===== config.mk =====
export PLATFORM = sky130hd
export DESIGN_NAME = envelope_triggered_pitch_ramp_unit_flat
export DESIGN_NICKNAME = d
export VERILOG_FILES = /design/src/sv/etp_pkg.sv /design/src/sv/etp_in_if.sv /design/src/sv/etp_out_if.sv /design/src/sv/etp_trk.sv /design/src/sv/etp_mul.sv /design/src/sv/envelope_triggered_pitch_ramp_unit.sv /design/src/flat_wrapper.sv
export SDC_FILE = /design/constraint.sdc
export NUM_CORES = 2
export LEC_CHECK = 0
export BUFFER_PORTS_ARGS = -buffer_cell sky130_fd_sc_hd__buf_2
export CORE_AREA = 2 2 254 256
export DETAILED_ROUTE_END_ITERATION = 8
export DIE_AREA = 0 0 256 258
export HOLD_SLACK_MARGIN = 0.02
export PLACE_DENSITY_LB_ADDON = 0.12
export SYNTH_ARGS = -nofsm -noshare
export SYNTH_HDL_FRONTEND = slang
export SYNTH_SLANG_ARGS = --single-unit

===== constraint.sdc =====
create_clock -name clk -period 12.75 [get_ports clk]
set_input_delay 0 -clock clk [delete_from_list [all_inputs] [get_ports clk]]
set_output_delay 0 -clock clk [all_outputs]
set_load 0.03 [all_outputs]

===== src/sv/etp_pkg.sv =====
// ----------------------------------------------------------------------------
// etp_pkg
// Shared types and constants for the envelope-triggered pitch ramp.
// ----------------------------------------------------------------------------
`default_nettype none

package etp_pkg;

  localparam int ENV_SHIFT = 8;

  localparam int SAMPLE_W = 24;
  localparam int ENV_W    = 25;
  localparam int TUNE_W   = 26;
  localparam int WAMT_W   = 17;
  localparam int RATIO_W  = 18;
  localparam int DELTA_W  = 19;
  localparam int PROD_W   = TUNE_W + 1 + DELTA_W;
  localparam int CFG_W    = 24;
  localparam int CFG_IDX_W = 3;

  localparam logic [CFG_IDX_W-1:0] CFG_WHAMMY_MODE   = 3'd0;
  localparam logic [CFG_IDX_W-1:0] CFG_INTERVAL_ZERO = 3'd1;
  localparam logic [CFG_IDX_W-1:0] CFG_TRIGGER_LEVEL = 3'd2;
  localparam logic [CFG_IDX_W-1:0] CFG_ATTACK_STEP   = 3'd3;
  localparam logic [CFG_IDX_W-1:0] CFG_DECAY_STEP    = 3'd4;
  localparam logic [CFG_IDX_W-1:0] CFG_WHAMMY_AMOUNT = 3'd5;
  localparam logic [CFG_IDX_W-1:0] CFG_RANGE_RATIO   = 3'd6;

  localparam logic [23:0]        TRIGGER_RST = 24'd838861;
  localparam logic [23:0]        ATTACK_RST  = 24'd2000;
  localparam logic [23:0]        DECAY_RST   = 24'd2000;
  localparam logic [RATIO_W-1:0] RANGE_RST   = 18'd65536;
  localparam logic [RATIO_W-1:0] UNITY_Q16   = 18'd65536;
  localparam logic [RATIO_W-1:0] RATIO_MAX   = 18'd262143;

  typedef enum logic [1:0] {
    PH_IDLE = 2'd0,
    PH_UP   = 2'd1,
    PH_HOLD = 2'd2,
    PH_DOWN = 2'd3
  } ph_t;

  typedef enum logic [2:0] {
    ST_IDLE,
    ST_ENV,
    ST_PHASE,
    ST_MUL1,
    ST_MUL2,
    ST_DONE
  } st_t;

  typedef struct packed {
    logic env_en;
    logic ph_en;
    logic mul_en;
    logic mul_sel;
  } ctl_t;

endpackage

`default_nettype wire


===== src/sv/etp_in_if.sv =====
// ----------------------------------------------------------------------------
// etp_in_if
// Input channel: one stereo sample pair per item.
// ----------------------------------------------------------------------------
`default_nettype none

interface etp_in_if;
  logic                                valid;
  logic                                ready;
  logic signed [etp_pkg::SAMPLE_W-1:0] left_sample;
  logic signed [etp_pkg::SAMPLE_W-1:0] right_sample;

  modport source (output valid, output left_sample, output right_sample, input ready);
  modport sink   (input valid, input left_sample, input right_sample, output ready);
endinterface

`default_nettype wire


===== src/sv/etp_out_if.sv =====
// ----------------------------------------------------------------------------
// etp_out_if
// Result channel: mono sample, pitch ratio, phase and envelope per item.
// ----------------------------------------------------------------------------
`default_nettype none

interface etp_out_if;
  logic                                valid;
  logic                                ready;
  logic signed [etp_pkg::SAMPLE_W-1:0] mono_sample;
  logic        [etp_pkg::RATIO_W-1:0]  pitch_ratio;
  logic        [1:0]                   ramp_phase;
  logic        [etp_pkg::SAMPLE_W-1:0] envelope_level;

  modport source (output valid, output mono_sample, output pitch_ratio,
                  output ramp_phase, output envelope_level, input ready);
  modport sink   (input valid, input mono_sample, input pitch_ratio,
                  input ramp_phase, input envelope_level, output ready);
endinterface

`default_nettype wire


===== src/sv/etp_trk.sv =====
// ----------------------------------------------------------------------------
// etp_trk
// Envelope follower and four-phase tune ramp, one step per enable.
// ----------------------------------------------------------------------------
`default_nettype none

module etp_trk #(
  parameter int ENV_SHIFT = etp_pkg::ENV_SHIFT
) (
  input  wire logic                          clk,
  input  wire logic                          rst_n,
  input  wire etp_pkg::ctl_t                 ctl,
  input  wire logic [etp_pkg::ENV_W-1:0]     sum_in,
  input  wire logic [23:0]                   trig,
  input  wire logic [23:0]                   atk,
  input  wire logic [23:0]                   dcy,
  output logic      [etp_pkg::TUNE_W-1:0]    tune,
  output etp_pkg::ph_t                       phase,
  output logic      [etp_pkg::SAMPLE_W-1:0]  env_level
);

  logic [etp_pkg::ENV_W-1:0]  env_r, env_nxt;
  logic [etp_pkg::TUNE_W-1:0] tune_r, tune_nxt;
  etp_pkg::ph_t               ph_r, ph_nxt;

  logic [etp_pkg::ENV_W-1:0]  diff;
  logic [23:0]                tz;
  logic [23:0]                td;
  logic [25:0]                t3;
  logic signed [etp_pkg::TUNE_W:0] tn;
  etp_pkg::ph_t               ph;

  assign diff = env_r - sum_in;
  assign tz   = trig >> 1;
  assign t3   = {2'b00, trig} + {1'b0, trig, 1'b0};
  assign td   = t3[25:2];

  always_comb begin
    env_nxt = env_r;
    if (ctl.env_en) begin
      if (sum_in > env_r) begin
        env_nxt = sum_in;
      end else begin
        env_nxt = env_r - (diff >> ENV_SHIFT);
      end
    end
  end

  // Phase cascade, all transitions within one sample
  always_comb begin
    ph = ph_r;
    tn = $signed({1'b0, tune_r});
    if (env_r <= {1'b0, tz}) begin
      ph = etp_pkg::PH_IDLE;
      tn = '0;
    end
    if (ph == etp_pkg::PH_IDLE && env_r >= {1'b0, trig}) begin
      ph = etp_pkg::PH_UP;
    end
    if (ph == etp_pkg::PH_UP) begin
      tn = tn + $signed({3'b000, atk});
      if (tn >= $signed(27'd16777216)) begin
        ph = etp_pkg::PH_HOLD;
      end
    end
    if (ph == etp_pkg::PH_HOLD && env_r < {1'b0, td}) begin
      ph = etp_pkg::PH_DOWN;
    end
    if (ph == etp_pkg::PH_DOWN) begin
      tn = tn - $signed({3'b000, dcy});
      if (tn <= 0) begin
        tn = '0;
        ph = etp_pkg::PH_IDLE;
      end
    end
    ph_nxt   = ctl.ph_en ? ph : ph_r;
    tune_nxt = ctl.ph_en ? tn[etp_pkg::TUNE_W-1:0] : tune_r;
  end

  always_ff @(posedge clk) begin
    if (!rst_n) begin
      env_r  <= '0;
      tune_r <= '0;
      ph_r   <= etp_pkg::PH_IDLE;
    end else begin
      env_r  <= env_nxt;
      tune_r <= tune_nxt;
      ph_r   <= ph_nxt;
    end
  end

  assign tune      = tune_r;
  assign phase     = ph_r;
  assign env_level = env_r[etp_pkg::ENV_W-1] ? '1 : env_r[etp_pkg::SAMPLE_W-1:0];

endmodule

`default_nettype wire


===== src/sv/etp_mul.sv =====
// ----------------------------------------------------------------------------
// etp_mul
// Shared signed multiplier with registered product, two passes per item.
// ----------------------------------------------------------------------------
`default_nettype none

module etp_mul (
  input  wire logic                               clk,
  input  wire etp_pkg::ctl_t                      ctl,
  input  wire logic [etp_pkg::TUNE_W-1:0]         tune,
  input  wire logic [etp_pkg::WAMT_W-1:0]         wamt,
  input  wire logic [etp_pkg::TUNE_W-1:0]         use_val,
  input  wire logic signed [etp_pkg::DELTA_W-1:0] delta,
  output logic signed [etp_pkg::PROD_W-1:0]       prod
);

  logic signed [etp_pkg::TUNE_W:0]    op_a;
  logic signed [etp_pkg::DELTA_W-1:0] op_b;
  logic signed [etp_pkg::PROD_W-1:0]  prod_r;

  // pass 0: tune * whammy amount, pass 1: use * (range - 1.0)
  always_comb begin
    if (ctl.mul_sel) begin
      op_a = $signed({1'b0, use_val});
      op_b = delta;
    end else begin
      op_a = $signed({1'b0, tune});
      op_b = $signed({{(etp_pkg::DELTA_W-etp_pkg::WAMT_W){1'b0}}, wamt});
    end
  end

  always_ff @(posedge clk) begin
    if (ctl.mul_en) begin
      prod_r <= op_a * op_b;
    end
  end

  assign prod = prod_r;

endmodule

`default_nettype wire


===== src/sv/envelope_triggered_pitch_ramp_unit.sv =====
// ----------------------------------------------------------------------------
// envelope_triggered_pitch_ramp_unit
// Stereo-to-mono front end with envelope-triggered pitch ratio ramp.
// ----------------------------------------------------------------------------
//  channel | dir | handshake          | payload
//  in_ch   | in  | valid/ready        | left_sample, right_sample
//  out_ch  | out | valid/ready        | mono_sample, pitch_ratio, ramp_phase,
//          |     |                    | envelope_level
//  cfg_*   | in  | cfg_we             | cfg_index, cfg_wdata
//
//  Items are taken one at a time: the accept step, then envelope, phase,
//  two passes through the shared multiplier and rounding.
//  Reset restores the configuration defaults, idles sequencer and tracker, empties the output.
//  A result waits in the output register; the next item is accepted
//  meanwhile, and the sequencer waits in its last step if it is still full.
// ----------------------------------------------------------------------------
`default_nettype none

module envelope_triggered_pitch_ramp_unit #(
  parameter int ENV_SHIFT = etp_pkg::ENV_SHIFT
) (
  input  wire logic                              clk,
  input  wire logic                              rst_n,
  etp_in_if.sink                                 in_ch,
  etp_out_if.source                              out_ch,
  input  wire logic                              cfg_we,
  input  wire logic [etp_pkg::CFG_IDX_W-1:0]     cfg_index,
  input  wire logic [etp_pkg::CFG_W-1:0]         cfg_wdata
);

  logic                         whammy_mode_r;
  logic                         interval_zero_r;
  logic [23:0]                  trigger_level_r;
  logic [23:0]                  attack_step_r;
  logic [23:0]                  decay_step_r;
  logic [etp_pkg::WAMT_W-1:0]   whammy_amount_r;
  logic [etp_pkg::RATIO_W-1:0]  range_ratio_r;

  etp_pkg::st_t st_r, st_nxt;
  etp_pkg::ctl_t ctl;
  logic in_ready;
  logic out_load;

  logic [etp_pkg::ENV_W-1:0]    sum_r;
  logic [etp_pkg::SAMPLE_W-1:0] mono_r;
  logic [etp_pkg::SAMPLE_W-1:0] abs_l, abs_r;
  logic [etp_pkg::ENV_W-1:0]    pair_sum;
  logic [etp_pkg::SAMPLE_W:0]   pair_mono;

  logic [etp_pkg::TUNE_W-1:0]          tune;
  etp_pkg::ph_t                        phase;
  logic [etp_pkg::SAMPLE_W-1:0]        env_level;
  logic [etp_pkg::TUNE_W-1:0]          use_val;
  logic signed [etp_pkg::DELTA_W-1:0]  delta;
  logic signed [etp_pkg::PROD_W-1:0]   prod;

  logic [etp_pkg::PROD_W-1:0]   mag;
  logic [etp_pkg::PROD_W-1:0]   mag_rnd;
  logic [21:0]                  q;
  logic signed [23:0]           ratio;
  logic [etp_pkg::RATIO_W-1:0]  ratio_sat;

  logic                          out_valid_r;
  logic [etp_pkg::SAMPLE_W-1:0]  out_mono_r;
  logic [etp_pkg::RATIO_W-1:0]   out_ratio_r;
  logic [1:0]                    out_phase_r;
  logic [etp_pkg::SAMPLE_W-1:0]  out_env_r;

  // configuration
  always_ff @(posedge clk) begin
    if (!rst_n) begin
      whammy_mode_r   <= 1'b0;
      interval_zero_r <= 1'b0;
      trigger_level_r <= etp_pkg::TRIGGER_RST;
      attack_step_r   <= etp_pkg::ATTACK_RST;
      decay_step_r    <= etp_pkg::DECAY_RST;
      whammy_amount_r <= '0;
      range_ratio_r   <= etp_pkg::RANGE_RST;
    end else if (cfg_we) begin
      unique case (cfg_index)
        etp_pkg::CFG_WHAMMY_MODE:   whammy_mode_r   <= cfg_wdata[0];
        etp_pkg::CFG_INTERVAL_ZERO: interval_zero_r <= cfg_wdata[0];
        etp_pkg::CFG_TRIGGER_LEVEL: trigger_level_r <= cfg_wdata[23:0];
        etp_pkg::CFG_ATTACK_STEP:   attack_step_r   <= cfg_wdata[23:0];
        etp_pkg::CFG_DECAY_STEP:    decay_step_r    <= cfg_wdata[23:0];
        etp_pkg::CFG_WHAMMY_AMOUNT: whammy_amount_r <= cfg_wdata[etp_pkg::WAMT_W-1:0];
        etp_pkg::CFG_RANGE_RATIO:   range_ratio_r   <= cfg_wdata[etp_pkg::RATIO_W-1:0];
        default: ;
      endcase
    end
  end

  // sequencer
  always_comb begin
    st_nxt = st_r;
    unique case (st_r)
      etp_pkg::ST_IDLE:  if (in_ch.valid) st_nxt = etp_pkg::ST_ENV;
      etp_pkg::ST_ENV:   st_nxt = etp_pkg::ST_PHASE;
      etp_pkg::ST_PHASE: st_nxt = etp_pkg::ST_MUL1;
      etp_pkg::ST_MUL1:  st_nxt = etp_pkg::ST_MUL2;
      etp_pkg::ST_MUL2:  st_nxt = etp_pkg::ST_DONE;
      etp_pkg::ST_DONE:  if (!out_valid_r || out_ch.ready) st_nxt = etp_pkg::ST_IDLE;
      default:           st_nxt = etp_pkg::ST_IDLE;
    endcase
  end

  always_comb begin
    ctl      = '0;
    in_ready = 1'b0;
    out_load = 1'b0;
    unique case (st_r)
      etp_pkg::ST_IDLE:  in_ready = 1'b1;
      etp_pkg::ST_ENV:   ctl.env_en = !whammy_mode_r;
      etp_pkg::ST_PHASE: ctl.ph_en = !whammy_mode_r;
      etp_pkg::ST_MUL1:  ctl.mul_en = 1'b1;
      etp_pkg::ST_MUL2: begin
        ctl.mul_en  = 1'b1;
        ctl.mul_sel = 1'b1;
      end
      etp_pkg::ST_DONE:  out_load = !out_valid_r || out_ch.ready;
      default: ;
    endcase
  end

  always_ff @(posedge clk) begin
    if (!rst_n) begin
      st_r <= etp_pkg::ST_IDLE;
    end else begin
      st_r <= st_nxt;
    end
  end

  assign in_ch.ready = in_ready;

  // front end
  assign abs_l    = in_ch.left_sample[23]  ? (~in_ch.left_sample + 24'd1)
                                           : in_ch.left_sample;
  assign abs_r    = in_ch.right_sample[23] ? (~in_ch.right_sample + 24'd1)
                                           : in_ch.right_sample;
  assign pair_sum = {1'b0, abs_l} + {1'b0, abs_r};
  assign pair_mono = {in_ch.left_sample[23], in_ch.left_sample}
                   + {in_ch.right_sample[23], in_ch.right_sample};

  always_ff @(posedge clk) begin
    if (in_ready && in_ch.valid) begin
      sum_r  <= pair_sum;
      mono_r <= pair_mono[etp_pkg::SAMPLE_W:1];
    end
  end

  etp_trk #(
    .ENV_SHIFT (ENV_SHIFT)
  ) u_trk (
    .clk       (clk),
    .rst_n     (rst_n),
    .ctl       (ctl),
    .sum_in    (sum_r),
    .trig      (trigger_level_r),
    .atk       (attack_step_r),
    .dcy       (decay_step_r),
    .tune      (tune),
    .phase     (phase),
    .env_level (env_level)
  );

  always_comb begin
    if (whammy_mode_r) begin
      use_val = {1'b0, whammy_amount_r, 8'd0};
    end else if (interval_zero_r) begin
      use_val = prod[etp_pkg::TUNE_W+15:16];
    end else begin
      use_val = tune;
    end
  end

  assign delta = $signed({1'b0, range_ratio_r}) - $signed(19'd65536);

  etp_mul u_mul (
    .clk     (clk),
    .ctl     (ctl),
    .tune    (tune),
    .wamt    (whammy_amount_r),
    .use_val (use_val),
    .delta   (delta),
    .prod    (prod)
  );

  // round half away from zero, then saturate
  assign mag     = prod[etp_pkg::PROD_W-1] ? (~prod + 1'b1) : prod;
  assign mag_rnd = mag + (46'd1 << 23);
  assign q       = mag_rnd[45:24];
  assign ratio   = prod[etp_pkg::PROD_W-1]
                 ? $signed({6'd0, etp_pkg::UNITY_Q16}) - $signed({2'b00, q})
                 : $signed({6'd0, etp_pkg::UNITY_Q16}) + $signed({2'b00, q});

  always_comb begin
    if (ratio < 0) begin
      ratio_sat = '0;
    end else if (ratio > $signed({6'd0, etp_pkg::RATIO_MAX})) begin
      ratio_sat = etp_pkg::RATIO_MAX;
    end else begin
      ratio_sat = ratio[etp_pkg::RATIO_W-1:0];
    end
  end

  // output register
  always_ff @(posedge clk) begin
    if (!rst_n) begin
      out_valid_r <= 1'b0;
    end else if (out_load) begin
      out_valid_r <= 1'b1;
    end else if (out_ch.ready) begin
      out_valid_r <= 1'b0;
    end
  end

  always_ff @(posedge clk) begin
    if (out_load) begin
      out_mono_r  <= mono_r;
      out_ratio_r <= ratio_sat;
      out_phase_r <= phase;
      out_env_r   <= env_level;
    end
  end

  assign out_ch.valid          = out_valid_r;
  assign out_ch.mono_sample    = out_mono_r;
  assign out_ch.pitch_ratio    = out_ratio_r;
  assign out_ch.ramp_phase     = out_phase_r;
  assign out_ch.envelope_level = out_env_r;

endmodule

`default_nettype wire


===== src/flat_wrapper.sv =====
// flat-port wrapper written by rule: the top's interface ports become plain ports
module envelope_triggered_pitch_ramp_unit_flat 
#(
  parameter int ENV_SHIFT = etp_pkg::ENV_SHIFT
)
  (clk, rst_n, cfg_we, cfg_index, cfg_wdata, in_ch_valid, in_ch_left_sample, in_ch_right_sample, in_ch_ready, out_ch_valid, out_ch_mono_sample, out_ch_pitch_ratio, out_ch_ramp_phase, out_ch_envelope_level, out_ch_ready);
  etp_in_if in_ch_i ();
  etp_out_if out_ch_i ();
  input  wire logic clk;
  input  wire logic rst_n;
  input  wire logic cfg_we;
  input  wire logic [etp_pkg::CFG_IDX_W-1:0] cfg_index;
  input  wire logic [etp_pkg::CFG_W-1:0] cfg_wdata;
  input wire logic [$bits(in_ch_i.valid)-1:0] in_ch_valid;
  input wire logic [$bits(in_ch_i.left_sample)-1:0] in_ch_left_sample;
  input wire logic [$bits(in_ch_i.right_sample)-1:0] in_ch_right_sample;
  output wire logic [$bits(in_ch_i.ready)-1:0] in_ch_ready;
  output wire logic [$bits(out_ch_i.valid)-1:0] out_ch_valid;
  output wire logic [$bits(out_ch_i.mono_sample)-1:0] out_ch_mono_sample;
  output wire logic [$bits(out_ch_i.pitch_ratio)-1:0] out_ch_pitch_ratio;
  output wire logic [$bits(out_ch_i.ramp_phase)-1:0] out_ch_ramp_phase;
  output wire logic [$bits(out_ch_i.envelope_level)-1:0] out_ch_envelope_level;
  input wire logic [$bits(out_ch_i.ready)-1:0] out_ch_ready;
  assign in_ch_i.valid = in_ch_valid;
  assign in_ch_i.left_sample = in_ch_left_sample;
  assign in_ch_i.right_sample = in_ch_right_sample;
  assign in_ch_ready = in_ch_i.ready;
  assign out_ch_valid = out_ch_i.valid;
  assign out_ch_mono_sample = out_ch_i.mono_sample;
  assign out_ch_pitch_ratio = out_ch_i.pitch_ratio;
  assign out_ch_ramp_phase = out_ch_i.ramp_phase;
  assign out_ch_envelope_level = out_ch_i.envelope_level;
  assign out_ch_i.ready = out_ch_ready;
  envelope_triggered_pitch_ramp_unit #(.ENV_SHIFT(ENV_SHIFT)) u_core (.clk(clk), .rst_n(rst_n), .in_ch(in_ch_i), .out_ch(out_ch_i), .cfg_we(cfg_we), .cfg_index(cfg_index), .cfg_wdata(cfg_wdata));
endmodule

==> results.md <==
* Worst setup margin at 2670 ps
* Final #Nets at 5,768
* Main synth FF type: dfxtp_1
* Setup violations, final at 0
* Crit start category: register
* Area Growth Syn to Fin at 8.73%
* Synthesized area at 40,800 um2
* Met1 WL at 49,500 um
* Final max-slew violation count at 0
* Cell taking the most area after synthesis: fa_1
* Met2 wire len at 53,500 um
* DR WL/cell at 20.8 um
* Cell mode on critical path: fa_1
* Critical Path Max Stage Delay at 890 ps
* Horiz. Die Dim at 256 um
* Site row count at 93
* Pre-Repair DR Iteration Count at 6
* # IOs at 150
* Syn nets at 5,654
* HP Start: in_ch_right_sample[11]
* GP Congestion at 1.02
* Fin Setup TNS at 0 ps
* Power per cell area at 94.3 nW/um2
* Worst VDD drop at 0.000111 V
* Total gr overflow at 0
* DRT antenna net count at 0
* Hold Crit Depth at 3
* Max Buffers Root-to-Sink at 3
* Peak Freq at 99.2 MHz
* Clock root buffer: clkbuf_16
* CP max stage cell: nand2_1
* Dpl ws at 2850 ps
* Period utilization at 79.1%
* Final hold vios at 0
* Part of the Yosys area used for sequential elements at 20.1%
* Post-synth cell types at 97
* Async S/R FF share, synth at 0%
* Mean post-synth cell area at 8.59 um2
* Min Tclk post-route at 10,080 ps
* Vias in the first global route at 34,000
* Share of the synthesized area in the top cell type at 20.3%
* Vias at 34,600
* # fillers at 5,131
* Die Y at 258 um
* Routed wire length at 120,000 um
* Leading cell type in the layout, fill and taps excluded: nand2_1
* Flop2flop setup slack at 2670 ps
* Multi-input combinational cell area at 29,800 um2
* Leak at 20.0 nW
* Commonest cells after routing, fill and taps aside: nand2_1 (804), inv_1 (573), fa_1 (413)
* Maxcap violations at 0
* Yosys warning count at 0
* Clock Latency Late Sink at 610 ps
* R2R cell count at 28
* Mapped Cells at 4,749
* H-tree levels at 2
* Initial DRC count at 3,047
* CTS sink count at 329
* Area of the die at 66,000 um2
* Setup Buffers After CTS at 0
* Post_cts resized at 0
* Crit end category: register
* Cts hold-fix bufs at 66
* Worst slew margin at 18.4%
* Yosys reg bits at 329
* Core Box Area at 63,600 um2
* R2R Path End: u_core.u_mul.prod[44]
* Initial core utilization at 64.1%
* GRT Util Overall at 36.5%
* Post-DP HPWL at 92,700 um
* First-pass GRT wire length at 189,000 um
* Crit-path max FO at 41
* Port-buffer cells at 149
* Number of flops mapped to enable cells by yosys at 163
* Top Layer Used: met4
* Worst Max-Slew Pin Slew at 1220 ps
* CTS buffer count at 40
* Worst Hold Path EP: u_core.mono_r[10]
* Share of layout cells above drive strength 1 at 8.34%
* RSZ-0062 raised after global routing: false
* Outcome: finished clean
* Reg area at 8220 um2
* Required @ worst endpoint at 13,100 ps
* Dominant cells by area after synthesis: fa_1 (20%), ha_1 (13%), edfxtp_1 (12%)
* R2R Path Start: u_core.st_r[2]
* CTS tree: done
* WL met3 at 10,700 um
* Clk_skew at 33.3 ps
* Setup CP Type: register to register
* Residual DRC at 0
* Antenna violations before repair at 1
* Vias/cell at 6.02
* HP Class: input pin to register
* Critical Path AT at 10,430 ps
* Clk pin slew, worst setup/hold paths at 60 ps
* Largest net degree at the start of global routing at 75
==> cell families after synthesis <==
kind of cell	Yosys count	share of synthesized area (%)
adder cells (fa/ha/maj)	825	32.9
flip-flops	329	20.1
buffers and inverters	765	7.10
AND/OR/NAND/NOR	1602	17.9
AO/OA/AOI/OAI	889	14.4
XOR/XNOR	272	5.86
multiplexers	67	1.71
==> critical path: cells and delay by family (launching register included) <==
kind / cells / cell delay, ps
AO/OA/AOI/OAI: 6 / 2340
XOR/XNOR: 1 / 110
adder cells (fa/ha/maj): 8 / 3760
buffers and inverters: 4 / 590
flip-flops: 1 / 480
AND/OR/NAND/NOR: 9 / 2540
==> cell type report <==
cell class | count | share of cell area, %
antenna | 1 | 0.00564
clock buffer | 55 | 2.59
clock inverter | 19 | 0.513
inverter | 575 | 4.86
multi-input combinational | 3655 | 67.1
sequential | 329 | 18.5
tap | 855 | 2.41
timing repair buffer | 262 | 3.96
==> worst max-delay path by stage <==
stage | slack [ps] | cells after the start | from | end
after floorplan | 3700 | 32 | u_core.st_r[2] | u_core.u_mul.prod[44]
after global placement | 3110 | 27 | u_core.st_r[2] | u_core.u_mul.prod[44]
after detailed placement | 2850 | 27 | u_core.st_r[2] | u_core.u_mul.prod[44]
after CTS | 2810 | 27 | u_core.st_r[2] | u_core.u_mul.prod[44]
after global routing | 1950 | 27 | u_core.st_r[2] | u_core.u_mul.prod[44]
final | 2670 | 28 | u_core.st_r[2] | u_core.u_mul.prod[44]
==> registers in the layout, indices dropped and copies added, names as in the netlist, 25 cells and up <==
register            count
u_core.sum_r           25
u_core.u_mul.prod      46
u_core.u_trk.env_r     25
u_core.u_trk.tune      26
==> synthesized netlist by cell type, drive strengths merged (11+ instances only) <==
cell     instances
a2111oi         13
xnor2          188
nor4            27
fa             413
or3             33
nand3           57
o21a            33
nand2b          42
or4             14
o211ai          30
dfxtp          166
or2             62
inv            574
mux2i           53
a211o           11
a21boi          11
a21o            77
nor3            88
nor2           280
clkbuf         170
and2            59
a31o            11
and3            33
nand4           24
o21ai          182
o31ai           29
a21oi          286
nor2b           38
nand2          805
a211oi          23
a31oi           30
a22oi           13
edfxtp         163
mux2            13
o21bai          19
buf             20
o41ai           21
xor2            84
ha             412
==> power by group <==
| part | total, mW | internal, mW | switching (mW) |
|---|---|---|---|
| combinational | 1.65 | 0.649 | 1.00 |
| clock | 1.21 | 0.700 | 0.506 |
| sequential | 1.33 | 1.21 | 0.114 |
| total | 4.18 | 2.56 | 1.62 |
==> metrics by stage <==
step | hold slack [ps] | cell area [um2] | instances | util (%) | power (mW)
after floorplan | 124 | 40800 | 4749 | - | 2.49
after global placement | 273 | 42300 | 5610 | 66.5 | 2.92
after detailed placement | 278 | 42300 | 5610 | 66.5 | 2.94
after CTS | 22.8 | 44400 | 5750 | 69.7 | 4.16
after global routing | 44.0 | 44400 | 5750 | 69.7 | 4.41
final | 30.7 | 44400 | 5751 | 69.7 | 4.18
==> per-layer routing <==
layer	vias to the layer above	global-route usage, %
li1	16200	-
met1	16700	48.9
met2	1449	57.7
met3	261	6.74
met4	0	16.7
met5	-	0
No activity file was read; power rests on OpenSTA's default activity.
